<file path="src/rtl/crs_pkg.sv">
// Shared constants and types for the crust/lithosphere reaction block.
// No dependencies.
`timescale 1ns / 1ps

package crs_pkg;

    localparam int DIM_DEF = 3;

    localparam int QW       = 21;
    localparam int UPW_LAT  = 8;
    localparam int DIV_LAT  = QW + 2;

    localparam logic [16:0] ONE_Q16  = 17'd65536;
    localparam logic [20:0] HARZ_MAX = 21'd1048575;

    localparam logic [21:0] CRUST_RST = 22'd7000;
    localparam logic [21:0] LITHO_RST = 22'd63000;
    localparam logic [16:0] SIN_RST   = 17'd32768;

    typedef enum logic [2:0] {
        REG_CRUST   = 3'd0,
        REG_LITHO   = 3'd1,
        REG_SIN_CR  = 3'd2,
        REG_SIN_LI  = 3'd3,
        REG_PROFILE = 3'd4
    } reg_idx_t;

    typedef struct packed {
        logic               in_crust;
        logic               in_lith;
        logic               base_pos;
        logic signed [17:0] bterm_c;
        logic        [16:0] base;
        logic        [16:0] harz;
    } side_t;

endpackage

</file>
<file path="src/rtl/crs_div.sv">
// Pipelined restoring divider for the linear harzburgite target, one bit a stage.
// Depends on crs_pkg for the quotient width.
`timescale 1ns / 1ps

module crs_div (
    input  logic        clk,
    input  logic        en,
    input  logic [22:0] num,
    input  logic [16:0] base,
    input  logic [21:0] den,
    output logic [crs_pkg::QW-1:0] quo,
    output logic        ovf
);

    localparam int QW = crs_pkg::QW;
    localparam int RW = 22 + QW;

    logic [39:0]    n_reg;
    logic [RW-1:0]  rem_reg [QW+1];
    logic [QW-1:0]  q_reg [QW+1];
    logic           ovf_reg [QW+1];
    logic [RW-1:0]  n_ext;
    logic [RW-1:0]  den_top;

    assign n_ext   = {{(RW-40){1'b0}}, n_reg};
    assign den_top = {den, {QW{1'b0}}};

    always_ff @(posedge clk)
    begin
        if (en)
        begin
            n_reg      <= num * base;
            ovf_reg[0] <= n_ext >= den_top;
            rem_reg[0] <= n_ext;
            q_reg[0]   <= '0;
            for (int k = 1; k <= QW; k++)
            begin
                ovf_reg[k] <= ovf_reg[k-1];
                if (rem_reg[k-1] >= (den_top >> k))
                begin
                    rem_reg[k] <= rem_reg[k-1] - (den_top >> k);
                    q_reg[k]   <= q_reg[k-1] | (QW'(1) << (QW - k));
                end
                else
                begin
                    rem_reg[k] <= rem_reg[k-1];
                    q_reg[k]   <= q_reg[k-1];
                end
            end
        end
    end

    assign quo = q_reg[QW];
    assign ovf = ovf_reg[QW];

endmodule

</file>
<file path="config.mk">
export PLATFORM = sky130hd
export DESIGN_NAME = crs_div
export DESIGN_NICKNAME = d
export VERILOG_FILES = /design/src/rtl/crs_pkg.sv /design/src/rtl/crs_div.sv
export SDC_FILE = /design/constraint.sdc
export NUM_CORES = 2
export LEC_CHECK = 0
export ABC_AREA = 1
export BUFFER_PORTS_ARGS = -buffer_cell sky130_fd_sc_hd__buf_4
export CAP_MARGIN = 25
export CORE_UTILIZATION = 54
export CTS_CLUSTER_DIAMETER = 40
export DETAILED_ROUTE_END_ITERATION = 8
export PLACE_DENSITY = 0.7
export REMOVE_ABC_BUFFERS = 1
export SLEW_MARGIN = 20
export SYNTH_ARGS = -nofsm -noshare
export SYNTH_HDL_FRONTEND = slang
export SYNTH_SLANG_ARGS = --single-unit
</file>
<file path="constraint.sdc">
create_clock -name clk -period 6.9 [get_ports clk]
set_input_delay 0 -clock clk [delete_from_list [all_inputs] [get_ports clk]]
set_output_delay 0 -clock clk [all_outputs]
set_load 0.03 [all_outputs]
</file>
==> results.sh <==
export IMPL_die_h_um=428
export IMPL_ant_nets=0
export IMPL_coreArea_um2=181000
export IMPL_num_antenna_cells=0
export IMPL_syn_inst=13145
export IMPL_status="finished, violations left"
export IMPL_nets=14263
export IMPL_arrival_ps=5860
export IMPL_leakagePower_nw=52.0
export IMPL_clock_sinks=1193
export IMPL_combinationalPowerShare_pct=54.8
export IMPL_dp_hpwl_mm=257
export IMPL_drc=6
export IMPL_p_per_area_nw_per_um2=471
export IMPL_cts_tree="yes"
export IMPL_relSlewSlack_pct=24.1
export IMPL_post_cts_resize_count=0
export IMPL_drt_wl_total_mm=328
export IMPL_drive_above_1_share_pct=4.93
export IMPL_clock_latency_ps=870
export IMPL_finalPower_w=0.0509
export IMPL_worstSetupPathType="in -> reg"
export IMPL_seq_power_share_pct=25.2
export IMPL_largest_reg_flops=900
export IMPL_synth_top_area_share_pct=36.5
export IMPL_num_rows=156
export IMPL_worst_slew_pin_slew_ps=1140
export IMPL_synth_warnings=0
export IMPL_post_cts_setup_buffer_count=0
export IMPL_clk_pin_slew_worst_paths_ps=50
export IMPL_synth_commonest_cells="nand2_1, inv_1, nor2_1"
export IMPL_portBuffers=85
export IMPL_postSynth_topFlopCell="edfxtp_1"
export IMPL_synth_mux_area_share_pct=0
export IMPL_first_pass_iters=9
export IMPL_swShare_pct=47.8
export IMPL_period_share_pct=76.5
export IMPL_rsz0062_at_grt="no"
export IMPL_drv_slew=0
export IMPL_numCtsBuffers=196
export IMPL_cp_end_kind="register"
export IMPL_p_sw_w=0.0243
export IMPL_r2r_cells=14
export IMPL_wire_per_inst_um=20.7
export IMPL_start_kind="primary input"
export IMPL_finalHoldViolCount=0
export IMPL_failed_checks="DRC"
export IMPL_die_w_um=428
export IMPL_period_minus_slack_ps=5280
export IMPL_cts_max_level=4
export IMPL_syn_avg_cell_area_um2=7.46
export IMPL_ys_seq_area_share_pct=36.5
export IMPL_clockBufferDepth=3
export IMPL_grt_pass1_wl_mm=493
export IMPL_skew_ps=50.5
export IMPL_ir_drop_uv=689
export IMPL_synth_simple_area_share_pct=30.1
export IMPL_ys_types=53
export IMPL_yosysTopAreaCell="edfxtp_1"
export IMPL_post_synth_top_count_cell="nand2_1"
export IMPL_grt_pass1_vias=84462
export IMPL_crit_fanout=23
export IMPL_antenna_found_initial=6
export IMPL_required_ps=7480
export IMPL_via_count=89197
export IMPL_async_reset_ff_share_pct=0
export IMPL_dieArea_um2=183000
export IMPL_power_internal_w=0.0266
export IMPL_p_clk_share_pct=20.0
export IMPL_grt_overflow=0
export IMPL_synthAdderAreaFrac_pct=14.4
export IMPL_grt_max_degree=159
export IMPL_drv_cap=0
export IMPL_drt_iter0_drc=9298
export IMPL_ctsHoldBuffers=10
export IMPL_syn_cell_area_um2=98100
export IMPL_hold_slack_ps=123
export IMPL_fin_setup_tns_ps=0
export IMPL_hp_class="in -> reg"
export IMPL_setup_violations_final=0
export IMPL_initial_core_util_pct=54.3
export IMPL_clockRootBuffer="clkbuf_16"
export IMPL_drt_vias_per_instance=5.64
export IMPL_io_pins=86
export IMPL_hold_depth=4
export IMPL_netlist_top_cells_area="edfxtp_1, nand2_1, inv_1, ha_1, fa_1"
export IMPL_synth_compound_area_share_pct=6.07
export IMPL_synth_edf_count=1193
export IMPL_globalRouteTotalUtil_pct=34.9
export IMPL_layout_area_overhead_vs_synth_pct=10.1
export IMPL_fmax_mhz=189
export IMPL_place_congestion=1.02
export IMPL_synthXorXnorAreaFrac_pct=2.96
export IMPL_yosys_register_bits=1193
export IMPL_synth_top_family_by_area="simple AND/OR/NAND/NOR gates"
==> final cells by class <==
class	instances	area, um2
sequential	1193	35800
clock buffer	210	4980
clock inverter	159	1960
timing repair buffer	161	1330
tap	2370	2970
fill	16567	72500
multi-input combinational	9471	52500
inverter	2249	8450
==> stage by stage <==
stage | cell area (um2) | cells | worst slack, ps | utilization [%]
2_1_floorplan | 96800 | 12913 | 2040 | -
3_3_place_gp | 101000 | 15433 | 1190 | 55.9
3_5_place_dp | 101000 | 15433 | 1160 | 55.9
4_1_cts | 108000 | 15812 | 1660 | 59.8
5_1_grt | 108000 | 15813 | 1370 | 59.8
6_report | 108000 | 15813 | 1620 | 59.8
==> per-layer routing <==
| metal | track usage [%] | routed length, um |
|---|---|---|
| met3 | 5.80 | 26800 |
| met4 | 15.7 | 15900 |
| met2 | 55.8 | 149000 |
| met5 | 0 | 0 |
| met1 | 46.6 | 136000 |
==> cells in the final DEF (no fill, tap or decap), types with 13 or more instances in the layout <==
| cell | synthesis | layout |
|---|---|---|
| nand2_1 | 4243 | 4243 |
| inv_1 | 2231 | 2210 |
| nor2_1 | 1251 | 1250 |
| edfxtp_1 | 1193 | 1193 |
| nand3_1 | 882 | 882 |
| ha_1 | 593 | 593 |
| a21oi_1 | 582 | 582 |
| o21ai_0 | 364 | 364 |
| fa_1 | 334 | 334 |
| nand4_1 | 236 | 236 |
| clkbuf_16 | 0 | 197 |
| xor2_1 | 179 | 179 |
| nor3_1 | 178 | 178 |
| xnor2_1 | 152 | 152 |
| buf_4 | 50 | 144 |
| nand3b_1 | 95 | 95 |
| o21ai_1 | 76 | 76 |
| inv_6 | 0 | 42 |
| o21bai_1 | 39 | 39 |
| inv_2 | 16 | 37 |
| nor4_1 | 35 | 35 |
| nand2_2 | 27 | 27 |
| inv_8 | 0 | 26 |
| nor2_2 | 23 | 24 |
| and2_1 | 20 | 20 |
| or2_2 | 19 | 19 |
| bufinv_16 | 0 | 18 |
| clkinv_2 | 0 | 16 |
| clkinvlp_4 | 0 | 15 |
| a21o_1 | 13 | 13 |
| clkbuf_1 | 110 | 13 |
==> power by group through the flow <==
stage               combinational [W]  sequential [W]  clock (W)
floorplan                      0.0197          0.0119          0
CTS                            0.0275          0.0127     0.0103
global route                   0.0311          0.0129     0.0106
finish                         0.0279          0.0128     0.0102
global placement               0.0271          0.0129          0
detailed placement             0.0274          0.0128          0
==> cells by family after synthesis <==
kind of cell    count (synthesis)
compound gates               1131
flops                        1193
fa+ha+maj                     927
buf+inv                      2481
xor+xnor                      331
simple gates                 7082
==> worst max-delay path: stages <==
cell and delay [ps]:
dlygate4sd3_1 520, buf_4 320, nand2_1 120, fa_1 520, fa_1 460, fa_1 520
inv_1 50, fa_1 470, fa_1 620, inv_1 80, fa_1 540, inv_1 40
ha_1 360, nand2_1 130, nor2_1 210, nand2_1 70, o21ai_0 460, nand3_1 200
nand3_1 120, nand2_1 50
==> path summary, 6_finish.rpt <==
check                              startpoint                      endpoint  slack [ps]
setup reg to reg     rem_reg[0][62]$_DFFE_PP_     rem_reg[0][122]$_DFFE_PP_        3320
hold / removal                        den[20]  rem_reg[0][83]$_SDFFCE_PP0P_         120
hold reg to reg   q_reg[1][153]$_SDFFCE_PN1P_         q_reg[2][6]$_DFFE_PP_         410
setup / recovery                      base[2]           n_reg[28]$_DFFE_PP_        1620
Power figures use the tool's default switching activity.
